--- config.mk ---
export PLATFORM = sky130hd
export DESIGN_NAME = hci_uart_packet_deframer_core
export DESIGN_NICKNAME = d
export VERILOG_FILES = /design/src/sv/hud_pkg.sv /design/src/sv/hud_deframer.sv /design/src/sv/hud_out_reg.sv /design/src/sv/hci_uart_packet_deframer_core.sv
export SDC_FILE = /design/constraint.sdc
export NUM_CORES = 1
export LEC_CHECK = 0
export ABC_AREA = 1
export BUFFER_PORTS_ARGS = -buffer_cell sky130_fd_sc_hd__clkbuf_2
export CORE_MARGIN = 4
export CORE_UTILIZATION = 53
export CTS_CLUSTER_DIAMETER = 60
export DETAILED_ROUTE_END_ITERATION = 8
export PLACE_DENSITY = 0.78
export SLEW_MARGIN = 0
export SYNTH_ARGS = -nofsm -noshare
export SYNTH_HDL_FRONTEND = slang
export SYNTH_SLANG_ARGS = --single-unit
--- constraint.sdc ---
create_clock -name clk_i -period 2.87 [get_ports clk_i]
set_input_delay 0.1435 -clock clk_i [delete_from_list [all_inputs] [get_ports clk_i]]
set_output_delay 0.1435 -clock clk_i [all_outputs]
set_load 0.05 [all_outputs]
--- src/sv/hud_pkg.sv ---
// Shared types and constants for the HCI UART packet deframer.
`timescale 1ns / 1ps
`default_nettype none
package hud_pkg;

  localparam int unsigned ByteW   = 8;
  localparam int unsigned LenW    = 16;
  localparam int unsigned CfgIdxW = 1;

  localparam logic [ByteW-1:0] AclCodeRst = 8'd2;
  localparam logic [ByteW-1:0] EvtCodeRst = 8'd4;

  // Configuration register indexes
  localparam logic [CfgIdxW-1:0] CfgAclIdx = 1'b0;
  localparam logic [CfgIdxW-1:0] CfgEvtIdx = 1'b1;

  // Packet kinds
  localparam logic KindEvt = 1'b0;
  localparam logic KindAcl = 1'b1;

  typedef enum logic [1:0] {
    CLS_TYPE = 2'd0,
    CLS_DROP = 2'd1,
    CLS_HEAD = 2'd2,
    CLS_BODY = 2'd3
  } byte_class_e;

  typedef struct packed {
    logic [ByteW-1:0] byte_out;
    byte_class_e      byte_class;
    logic             packet_kind;
    logic [LenW-1:0]  payload_length;
    logic             end_of_packet;
  } hud_result_t;

endpackage
`default_nettype wire

--- src/sv/hud_deframer.sv ---
// Per-byte deframing state and labelling logic.
`timescale 1ns / 1ps
`default_nettype none
module hud_deframer (
  input  wire logic                       clk_i,
  input  wire logic                       rst_ni,
  input  wire logic                       fire_i,
  input  wire logic [hud_pkg::ByteW-1:0]  byte_i,
  input  wire logic [hud_pkg::ByteW-1:0]  acl_code_i,
  input  wire logic [hud_pkg::ByteW-1:0]  evt_code_i,
  output hud_pkg::hud_result_t            result_o
);

  typedef enum logic [1:0] {
    PH_TYPE,
    PH_HEAD,
    PH_BODY
  } phase_e;

  phase_e                     phase_q, phase_d;
  logic                       kind_q, kind_d;
  logic [1:0]                 hcnt_q, hcnt_d;
  logic [hud_pkg::LenW-1:0]   pcnt_q, pcnt_d;
  logic [hud_pkg::LenW-1:0]   len_q, len_d;
  logic [hud_pkg::LenW-1:0]   pcnt_inc;
  logic                       last_head;
  logic                       acl_hit, evt_hit;

  assign pcnt_inc  = pcnt_q + hud_pkg::LenW'(1);
  assign last_head = (kind_q == hud_pkg::KindAcl) ? (hcnt_q == 2'd3) : (hcnt_q == 2'd1);
  assign acl_hit   = (byte_i == acl_code_i);
  assign evt_hit   = (byte_i == evt_code_i);

  always_comb begin
    phase_d = phase_q;
    kind_d  = kind_q;
    hcnt_d  = hcnt_q;
    pcnt_d  = pcnt_q;
    len_d   = len_q;
    result_o.byte_out       = byte_i;
    result_o.byte_class     = hud_pkg::CLS_DROP;
    result_o.packet_kind    = hud_pkg::KindEvt;
    result_o.payload_length = '0;
    result_o.end_of_packet  = 1'b0;
    unique case (phase_q)
      PH_HEAD: begin
        result_o.byte_class  = hud_pkg::CLS_HEAD;
        result_o.packet_kind = kind_q;
        if (kind_q == hud_pkg::KindAcl) begin
          if (hcnt_q == 2'd2) begin
            len_d[7:0] = byte_i;
          end else if (hcnt_q == 2'd3) begin
            len_d[15:8] = byte_i;
          end
        end else if (hcnt_q == 2'd1) begin
          len_d = {8'h00, byte_i};
        end
        hcnt_d = hcnt_q + 2'd1;
        if (last_head) begin
          result_o.payload_length = len_d;
          pcnt_d = '0;
          if (len_d == '0) begin
            result_o.end_of_packet = 1'b1;
            phase_d = PH_TYPE;
            hcnt_d  = '0;
          end else begin
            phase_d = PH_BODY;
          end
        end
      end
      PH_BODY: begin
        result_o.byte_class     = hud_pkg::CLS_BODY;
        result_o.packet_kind    = kind_q;
        result_o.payload_length = len_q;
        pcnt_d = pcnt_inc;
        if (pcnt_inc == len_q) begin
          result_o.end_of_packet = 1'b1;
          phase_d = PH_TYPE;
          hcnt_d  = '0;
          pcnt_d  = '0;
        end
      end
      default: begin
        if (acl_hit || evt_hit) begin
          // ACL code wins when both codes match
          kind_d  = acl_hit ? hud_pkg::KindAcl : hud_pkg::KindEvt;
          result_o.byte_class  = hud_pkg::CLS_TYPE;
          result_o.packet_kind = kind_d;
          phase_d = PH_HEAD;
          hcnt_d  = '0;
          pcnt_d  = '0;
          len_d   = '0;
        end else begin
          phase_d = PH_TYPE;
        end
      end
    endcase
  end

  always_ff @(posedge clk_i or negedge rst_ni) begin
    if (!rst_ni) begin
      phase_q <= PH_TYPE;
      kind_q  <= 1'b0;
      hcnt_q  <= '0;
      pcnt_q  <= '0;
      len_q   <= '0;
    end else if (fire_i) begin
      phase_q <= phase_d;
      kind_q  <= kind_d;
      hcnt_q  <= hcnt_d;
      pcnt_q  <= pcnt_d;
      len_q   <= len_d;
    end
  end

endmodule
`default_nettype wire

--- src/sv/hud_out_reg.sv ---
// Result register with valid/stall handshake toward the consumer.
`timescale 1ns / 1ps
`default_nettype none
module hud_out_reg (
  input  wire logic                 clk_i,
  input  wire logic                 rst_ni,
  input  wire logic                 load_i,
  input  wire hud_pkg::hud_result_t result_i,
  input  wire logic                 stall_i,
  output logic                      valid_o,
  output logic                      ready_o,
  output hud_pkg::hud_result_t      result_o
);

  logic                 valid_q;
  hud_pkg::hud_result_t data_q;

  // Take a new result when empty or when the held one transfers now
  assign ready_o  = !valid_q || !stall_i;
  assign valid_o  = valid_q;
  assign result_o = data_q;

  always_ff @(posedge clk_i or negedge rst_ni) begin
    if (!rst_ni) begin
      valid_q <= 1'b0;
    end else if (ready_o) begin
      valid_q <= load_i;
    end
  end

  always_ff @(posedge clk_i) begin
    if (ready_o && load_i) begin
      data_q <= result_i;
    end
  end

endmodule
`default_nettype wire

--- src/sv/hci_uart_packet_deframer_core.sv ---
// Top level of the HCI UART (H4) packet deframer.
// Path: input register, combinational labelling, then the result register.
// Throughput: one byte per cycle unless out_stall_i holds; the input and
//   result registers each hold one byte, so input stalls only when both fill.
// Reset: asynchronous, active low; clears handshake state, deframer state
//   (waiting for a type byte) and sets type codes to ACL 2 / event 4.
`timescale 1ns / 1ps
`default_nettype none
module hci_uart_packet_deframer_core (
  input  wire logic                         clk_i,
  input  wire logic                         rst_ni,
  // configuration write port
  input  wire logic                         cfg_we_i,
  input  wire logic [hud_pkg::CfgIdxW-1:0]  cfg_idx_i,
  input  wire logic [hud_pkg::ByteW-1:0]    cfg_data_i,
  // byte input channel
  input  wire logic                         in_valid_i,
  output logic                              in_stall_o,
  input  wire logic [hud_pkg::ByteW-1:0]    rx_byte_i,
  // labelled byte output channel
  output logic                              out_valid_o,
  input  wire logic                         out_stall_i,
  output logic [hud_pkg::ByteW-1:0]         byte_out_o,
  output logic [1:0]                        byte_class_o,
  output logic                              packet_kind_o,
  output logic [hud_pkg::LenW-1:0]          payload_length_o,
  output logic                              end_of_packet_o
);

  logic [hud_pkg::ByteW-1:0] acl_code_q;
  logic [hud_pkg::ByteW-1:0] evt_code_q;

  logic                      in_vld_q;
  logic [hud_pkg::ByteW-1:0] in_byte_q;

  logic                      out_ready;
  logic                      fire;
  hud_pkg::hud_result_t      res_comb;
  hud_pkg::hud_result_t      res_q;

  // Type code registers; the user must write them only while the block is idle (not enforced)
  always_ff @(posedge clk_i or negedge rst_ni) begin
    if (!rst_ni) begin
      acl_code_q <= hud_pkg::AclCodeRst;
      evt_code_q <= hud_pkg::EvtCodeRst;
    end else if (cfg_we_i) begin
      unique case (cfg_idx_i)
        hud_pkg::CfgAclIdx: acl_code_q <= cfg_data_i;
        hud_pkg::CfgEvtIdx: evt_code_q <= cfg_data_i;
        default: ;
      endcase
    end
  end

  // Advance the held byte into the deframer whenever the result register
  // can take it; this both labels the byte and updates the packet state.
  assign fire       = in_vld_q && out_ready;
  // Stall only when the input register is full and cannot drain this cycle
  assign in_stall_o = in_vld_q && !out_ready;

  always_ff @(posedge clk_i or negedge rst_ni) begin
    if (!rst_ni) begin
      in_vld_q <= 1'b0;
    end else if (!in_stall_o) begin
      in_vld_q <= in_valid_i;
    end
  end

  // Hold the byte payload on transfer only
  always_ff @(posedge clk_i) begin
    if (in_valid_i && !in_stall_o) begin
      in_byte_q <= rx_byte_i;
    end
  end

  hud_deframer u_deframer (
    .clk_i      (clk_i),
    .rst_ni     (rst_ni),
    .fire_i     (fire),
    .byte_i     (in_byte_q),
    .acl_code_i (acl_code_q),
    .evt_code_i (evt_code_q),
    .result_o   (res_comb)
  );

  hud_out_reg u_out_reg (
    .clk_i    (clk_i),
    .rst_ni   (rst_ni),
    .load_i   (in_vld_q),
    .result_i (res_comb),
    .stall_i  (out_stall_i),
    .valid_o  (out_valid_o),
    .ready_o  (out_ready),
    .result_o (res_q)
  );

  assign byte_out_o       = res_q.byte_out;
  assign byte_class_o     = res_q.byte_class;
  assign packet_kind_o    = res_q.packet_kind;
  assign payload_length_o = res_q.payload_length;
  assign end_of_packet_o  = res_q.end_of_packet;

endmodule
`default_nettype wire

# Word-level counts from Yosys, hierarchy flattened
# Index checks and enable logic that the tools add are counted.
[word_totals]
regBits = 91
latchBits = 0
ramBits = 0
rom_bits = 0
in_bits = 22
wordCells = 78
n_memories = 0
[classes]
n_addsub = 2
mul = 0
div = 0
magnitude_cmp = 0
eq_ne = 10
shifts = 0
n_mux = 28
n_bitwise = 3
reduce_logical = 20
[op_table]
columns = ["operator", "count"]
rows = [
  ["$mux W16", 6],
  ["$pmux W16 S2", 2],
  ["$pmux W17 S2", 1],
  ["$mux W8", 3],
  ["$mux W17", 1],
  ["$add A16 B1 Y16 const B", 1],
  ["$eq A16 B16 Y1", 1],
  ["$eq A8 B8 Y1", 2],
  ["$logic_not A16 Y1", 1],
  ["$reduce_and A3 Y1", 5],
  ["$mux W2", 7],
  ["$pmux W2 S2", 2],
  ["$eq A2 B2 Y1 const B", 3],
  ["$pmux W3 S2", 1],
  ["$mux W1", 5],
  ["$eq A2 B1 Y1 const B", 2],
  ["$logic_not A1 Y1", 4],
  ["$ne A2 B1 Y1 const B", 2],
  ["$reduce_and A2 Y1", 2],
  ["$logic_and A1 B1 Y1", 3],
  ["$not A1 Y1", 3],
  ["$reduce_bool A3 Y1", 1],
  ["$add A2 B1 Y2 const B", 1],
  ["$logic_or A1 B1 Y1", 2],
  ["2 further kinds", 2],
]

# Depth between registers and ports, before layout
# Gate-level depths: netlist (run 1).
[logic_depth]
depth_word = 9
depth_mapped = 16

# By module
# From an unflattened synthesis (run 1), not the netlist that was laid out.
[hier_totals]
cells_unflattened = 630
hier_area_um2 = 5036.1
[by_module_without_submodules]
columns = ["mod", "instances", "cells_each", "area_each_um2"]
rows = [
  ["hud_deframer", 1, 511, 3195.6],
  ["hci_uart_packet_deframer_core", 1, 86, 958.4],
  ["hud_out_reg", 1, 33, 882.1],
]

# Worst setup path before layout (run 1)
# OpenSTA, ideal clock, no wires.
[synth_path]
kind = "flip-flop to flip-flop"
start = "register u_out_reg.valid_q, in the netlist u_out_reg.valid_o"
end = "register u_deframer.len_q[10] in the netlist's numbering"
t_arrival_ns = 2.907
path_slack_ns = -0.167
stages_incl_launch_ff = 10
path_cell_list = "dfrtp_1 -> nand2_1 -> inv_1 -> nor2_1 -> inv_1 -> nor2_1 -> nand2_1 -> clkbuf_1 -> nand2_1 -> o21ai_0"
[synth_via]
elab_chain_len = 4
[synth_lines]
columns = ["item", "line_no", "source"]
rows = [
  ["start, declared", "hud_out_reg.sv:15", "logic valid_q;"],
  ["start signal, assigned", "hud_out_reg.sv:27", "valid_q <= load_i;"],
  ["$logic_not A1 Y1", "hud_out_reg.sv:19", "assign ready_o = !valid_q || !stall_i;"],
  ["$logic_or A1 B1 Y1", "hud_out_reg.sv:19", ""],
  ["$logic_and A1 B1 Y1", "hci_uart_packet_deframer_core.sv:57", "assign fire = in_vld_q && out_ready;"],
  ["net fire", "hci_uart_packet_deframer_core.sv:37", "logic fire;"],
  ["$reduce_and A3 Y1 (no line)", "--", ""],
  ["end signal, assigned", "hud_deframer.sv:112", "len_q <= len_d;"],
  ["end, declared", "hud_deframer.sv:24", "logic [hud_pkg::LenW-1:0] len_q, len_d;"],
]
# The timed path passes the listed nets, and every way through them passes these cells.
# A chain may end at the register's enable or synchronous reset.

==> results of run 1 <==
-- registers in the layout, summed over array words and instances (netlist names) --
signal and count:
u_out_reg.result_o 28, u_out_reg.valid_o 1, u_deframer.len_q 16, evt_code_q 8, acl_code_q 8, u_deframer.kind_q 1, u_deframer.pcnt_q 16, u_deframer.hcnt_q 2
in_byte_q 8, u_deframer.phase_q 2, in_vld_q 1
-- where the power goes --
group / switching [mW] / total (mW) / internal [mW]
logic: 0.809 / 1.17 / 0.361
clock network: 0.495 / 0.913 / 0.418
registers: 0.176 / 1.72 / 1.55
total: 1.48 / 3.81 / 2.33
-- cell usage after synthesis, drive strengths merged, types with 3 or more instances --
cell and number:
a21oi 5, buf 8, clkbuf 6, dfrtp 53
edfxtp 36, ha 6, inv 83, nand2 184
nand3 46, nand4 11, nor2 39, o21ai 52
o22ai 29, o32ai 4, or2 3, xnor2 12
xor2 6
-- timing repair --
item | in CTS | in global routing
endpoints found under the hold margin | 28 | 0
hold buffers | 12 | 0
buffers inserted | 0 | 0
-- worst max-delay path by stage --
| stage | cells after the start | start | endpoint |
|---|---|---|---|
| after floorplan | 9 | u_out_reg.valid_o | u_deframer.len_q[10] |
| after global placement | 12 | u_deframer.hcnt_q[0] | u_out_reg.result_o[0] |
| after detailed placement | 16 | u_deframer.pcnt_q[0] | u_deframer.phase_q[1] |
| after CTS | 16 | u_deframer.pcnt_q[0] | u_deframer.phase_q[1] |
| after global routing | 12 | u_deframer.hcnt_q[0] | u_out_reg.result_o[0] |
| final | 12 | u_deframer.hcnt_q[0] | u_out_reg.result_o[0] |
-- worst max-delay path, stage by stage (launching register included) --
cell,delay (ns)
dfrtp_1,0.43
inv_1,0.07
ha_1,0.22
inv_1,0.07
nand2_1,0.05
a21oi_1,0.44
o21ai_0,0.21
nor2_1,0.16
nand2_1,0.06
nor2_1,0.20
nand3_1,0.16
or2_1,0.24
nand2_1,0.06
-- stage by stage --
| step | power (mW) | worst slack [ns] | instances | utilization, % |
|---|---|---|---|---|
| 5_1_grt | 4.06 | 0.103 | 769 | 62.7 |
| 4_1_cts | 3.81 | 0.368 | 769 | 62.7 |
| 6_report | 3.81 | 0.381 | 769 | 62.7 |
| 3_3_place_gp | 2.86 | 0.405 | 741 | 59.0 |
| 2_1_floorplan | 2.60 | 0.369 | 591 | - |
| 3_5_place_dp | 2.90 | 0.406 | 741 | 59.0 |
-- logic make-up (layout without fill, tap and decap cells) --
family,Yosys count,in the layout
AND/OR/NAND/NOR,286,286
AO/OA/AOI/OAI,92,92
flip-flops,91,91
buffers and inverters,98,168
XOR/XNOR,18,18
adder cells (fa/ha/maj),6,6
-- metal layers --
| layer | GRT usage, % | vias to the layer above | wire length (µm) |
|---|---|---|---|
| met3 | 3.96 | 22 | 778 |
| met5 | 0 | - | 0 |
| met1 | 30.5 | 1946 | 4830 |
| li1 | - | 2068 | - |
| met4 | 8.07 | 0 | 327 |
| met2 | 40.7 | 175 | 5740 |
-- cell type report --
type	count	area (µm²)	share of cell area, %
flip-flops and latches	91	2460	44.8
multi-input cells	402	1960	35.7
repair buffers	68	413	7.51
inverters	84	315	5.74
well taps	108	135	2.46
clock buffers	9	124	2.25
clock inverters	7	83.8	1.53
==> results.py, run 1 <==
metrics = {
    "run_status": {
        "status": "complete, no violations",
    },
    "placed_design": {
        "port_buffers": 51,
        "gp_congestion": 0.923,
        "placed_cell_area_um2": 5170,
        "dp.final_hpwl_um": 8650,
    },
    "synthesis": {
        "yosysSeqAreaShare_pct": 51.1,
        "synth_compound_area_share_pct": 10.9,
        "synth_fp_nets": 619,
        "syn_avg_cell_area_um2": 8.14,
        "synth_xor_area_share_pct": 3.28,
        "synth-simple-area-share_pct": 25.1,
        "synth_edf_count": 36,
        "yosysUniqueCellTypes": 32,
        "synth_fa_ha_area_share_pct": 1.56,
        "synthesis.area_um2": 4810,
        "synthFlopType": "dfrtp_1",
        "synth_top_family_by_area": "simple AND/OR/NAND/NOR gates",
        "synth_area_leader_cell": "dfrtp_1",
        "synthMuxAreaShare_pct": 0,
        "yosysTopAreaCellShare_pct": 27.6,
        "async_flop_share_pct": 60.4,
        "syn_inst": 591,
        "synthTopCellsByArea": "dfrtp_1, edfxtp_1, nand2_1",
        "ys_ff_latch": 91,
        "yosys_warnings": 0,
    },
    "sta": {
        "rsz0062_at_grt": "no",
        "tns_ns": 0,
        "fin_crit_ns": 2.49,
        "drv_slew": 0,
        "min_period_over_period_pct": 86.7,
        "slew_headroom_pct": 45.1,
        "hold_slack_ns": 0.0110,
        "finalSetupViolCount": 0,
        "max_clock_freq_mhz": 402,
        "tightestPinTransition_ns": 0.821,
        "hold_viol": 0,
        "finClkSkew_ns": 0.0162,
    },
    "route": {
        "postRouteAntennaNets": 0,
        "wl_um": 11700,
        "first_iter_violations": 420,
        "vias": 4211,
        "wl_per_cell_um": 15.2,
        "dr.pass1.iters": 6,
        "drc": 0,
        "vias_per_cell": 5.48,
    },
    "critical_path": {
        "r2r_slack_ns": 0.38,
        "timing.rr.end": "u_out_reg.result_o[0]",
        "critPathKind": "register to register",
        "startpoint_type": "register",
        "cp_max_fo": 8,
        "reg2reg_depth": 12,
        "reg2reg_from": "u_deframer.hcnt_q[0]",
        "cp.arrival_ns": 2.73,
        "cp-end-kind": "register",
        "required_ns": 3.11,
    },
    "global_routing": {
        "grtUsageTotal_pct": 23.7,
        "grt_antenna_before_repair": 0,
        "overflow": 0,
        "grt_pass1_vias": 4083,
        "grt_max_degree": 30,
        "grt_first_pass_wirelength_um": 19500,
    },
    "die": {
        "io_pins": 52,
        "dieArea_um2": 10700,
        "rows": 34,
        "core_um2": 8760,
        "die_x_um": 103,
        "die_y_um": 103,
        "initial_core_util_pct": 54.9,
    },
    "clock_tree": {
        "clk_pin_slew_ns": 0.09,
        "clock_path_buffers": 2,
        "ctsHtreeMaxLevel": 3,
        "root_buffer": "clkbuf_8",
        "cts_resized": 0,
        "clk_latency_ns": 0.37,
        "clock_sinks": 91,
        "cts_tree": "yes",
        "cts_buffers": 9,
    },
    "cells_and_area": {
        "diodes": 0,
        "nFillCells": 750,
        "num-nets-final": 684,
        "syn_to_final_growth_pct": 14.3,
        "drive_above_1_share_pct": 13.2,
        "mostFrequentLayoutCell": "nand2_1",
        "postLayoutCellArea_um2": 5500,
        "layout_common_cells": "nand2_1, inv_1, dfrtp_1",
    },
    "power": {
        "p_leak_nw": 2.58,
        "power_per_cell_area_nw_per_um2": 693,
        "ir_drop_mv": 0.437,
    },
    "min_path": {
        "min_path_cells": 3,
        "whs_endpoint": "acl_code_q[1]",
        "hp-start": "cfg_data_i[1]",
        "hold_class": "input port to register",
    },
    "run": {
        "maxCapViolations": 0,
    },
}
(Power assumes the default switching activity.)
==> run 2: changes to the inputs <==
- BUFFER_PORTS_ARGS: -buffer_cell sky130_fd_sc_hd__clkbuf_2 -> not set
- CORE_UTILIZATION: 53 -> 55
- DONT_BUFFER_PORTS: not set -> 1
- PLACE_DENSITY: 0.78 -> 0.75
==> results.py, run 2 (same netlist as run 1, synthesis figures left out) <==
metrics = {
    "min_path": {
        "hold_class": "input port to register",
        "hp-start": "cfg_we_i",
    },
    "critical_path": {
        "cp.arrival_ns": 2.82,
        "startpoint_type": "register",
        "cp-end-kind": "register",
        "crit_start": "u_deframer.hcnt_q[0]",
        "crit_top_cell": "nand2_1",
        "cp_slowest_stage_delay_ns": 0.44,
        "crit_path_top_delay_cell": "dfrtp_1",
        "critPathKind": "register to register",
        "cp_max_fo": 8,
        "reg2reg_from": "u_deframer.hcnt_q[0]",
        "path_cells": "inv_1, ha_1, inv_1, nand2_1, a21oi_1, o21ai_0, nor2_1, nand2_1, nor2_1, nand3_1, or2_1, nand2_1",
        "required_ns": 3.11,
    },
    "sta": {
        "fin_crit_ns": 2.58,
        "tightestPinTransition_ns": 0.807,
        "finClkSkew_ns": 0.0160,
        "max_clock_freq_mhz": 388,
        "hold_viol": 0,
        "drv_slew": 0,
        "slew_headroom_pct": 46.1,
        "fin_ws_ns": 0.289,
        "rsz0062_at_grt": "no",
        "finalSetupViolCount": 0,
        "min_period_over_period_pct": 89.9,
        "tns_ns": 0,
    },
    "clock_tree": {
        "clk_latency_ns": 0.37,
        "cts_tree": "yes",
        "cts_buffers": 9,
        "ctsHtreeMaxLevel": 3,
        "clk_pin_slew_ns": 0.10,
        "root_buffer": "clkbuf_8",
        "post_cts_buffers": 0,
        "clock_sinks": 91,
        "clock_path_buffers": 2,
        "cts_resized": 0,
    },
    "die": {
        "io_pins": 52,
        "rows": 33,
        "dieArea_um2": 10300,
        "core_um2": 8340,
        "die_x_um": 102,
        "die_y_um": 102,
        "initial_core_util_pct": 57.7,
    },
    "global_routing": {
        "overflow": 0,
        "grt_max_degree": 56,
        "grtUsageTotal_pct": 23.8,
        "grt_pass1_vias": 3862,
        "grt_first_pass_wirelength_um": 18900,
        "grt_antenna_before_repair": 0,
    },
    "cells_and_area": {
        "syn_to_final_growth_pct": 10.9,
        "mostFrequentLayoutCell": "nand2_1",
        "largest_reg_flops": 28,
        "diodes": 0,
        "drive_above_1_share_pct": 6.14,
        "layout_common_cells": "nand2_1, inv_1, dfrtp_1",
        "num-nets-final": 642,
    },
    "run": {
        "maxCapViolations": 0,
    },
    "route": {
        "first_iter_violations": 339,
        "vias_per_cell": 5.58,
        "vias": 4043,
        "postRouteAntennaNets": 0,
        "wl_um": 11600,
        "drc": 0,
        "dr.pass1.iters": 6,
        "wl_per_cell_um": 16.0,
    },
    "placed_design": {
        "dp.final_hpwl_um": 8170,
        "dp_slack_ns": 0.357,
        "port_buffers": 0,
        "gp_congestion": 0.895,
    },
    "power": {
        "ir_drop_mv": 0.438,
        "power_per_cell_area_nw_per_um2": 702,
        "p_leak_nw": 2.41,
    },
    "run_status": {
        "status": "complete, no violations",
    },
}
[run 2: repair_timing]
action / CTS / global route
endpoints found under the setup margin: 0 / 0
endpoints found under the hold margin: 81 / 0
hold buffers: 20 / 0
[run 2: layout make-up]
| cell class | count | area (µm²) |
|---|---|---|
| fillers | 700 | 3010 |
| inverters | 84 | 315 |
| clock buffers | 9 | 124 |
| well taps | 105 | 131 |
| repair buffers | 26 | 263 |
| flip-flops and latches | 91 | 2460 |
| multi-input cells | 402 | 1960 |
| clock inverters | 7 | 75.1 |
[run 2: metrics by stage]
stage               power (mW)  area (µm²)  std cells  util, %  hold slack (ns)
finish                    3.74        5330        724     63.9            0.212
global route              3.98        5330        724     63.9            0.284
CTS                       3.74        5330        724     63.9            0.200
detailed placement        2.84        4920        688     58.9           -0.150
global placement          2.81        4920        688     58.9           -0.150
floorplan                 2.60        4810        591        -           -0.152
[run 2: worst paths after layout]
| path | to | slack [ns] | cells past startpoint |
|---|---|---|---|
| worst max-delay path | u_out_reg.result_o[0] | 0.29 | 12 |
| worst min-delay path | evt_code_q[2] | 0.21 | 3 |
| worst max register to register | u_out_reg.result_o[0] | 0.29 | 12 |
| worst min register to register | u_deframer.len_q[1] | 0.49 | 2 |
| max in group asynchronous | evt_code_q[2] | 2.27 | 2 |
| min in group asynchronous | u_deframer.pcnt_q[13] | 0.30 | 2 |
[run 2: where the power goes]
part           internal, mW  switching, mW  total (mW)
registers              1.55          0.300        1.85
clock network         0.345          0.522       0.866
logic                 0.343          0.681        1.02
[run 2: per-layer routing]
layer	vias up	wire length [µm]	track usage, %
met5	-	0	0
met4	0	314	7.87
met3	23	711	5.85
met2	171	5740	40.2
met1	1862	4810	30.1
li1	1987	-	-
[run 2: critical path, delay by kind of cell (launching register included)]
kind	cells	cell delay [ns]
simple gates	7	1.01
compound gates	2	0.65
flops	1	0.44
fa+ha+maj	1	0.22
buf+inv	2	0.14
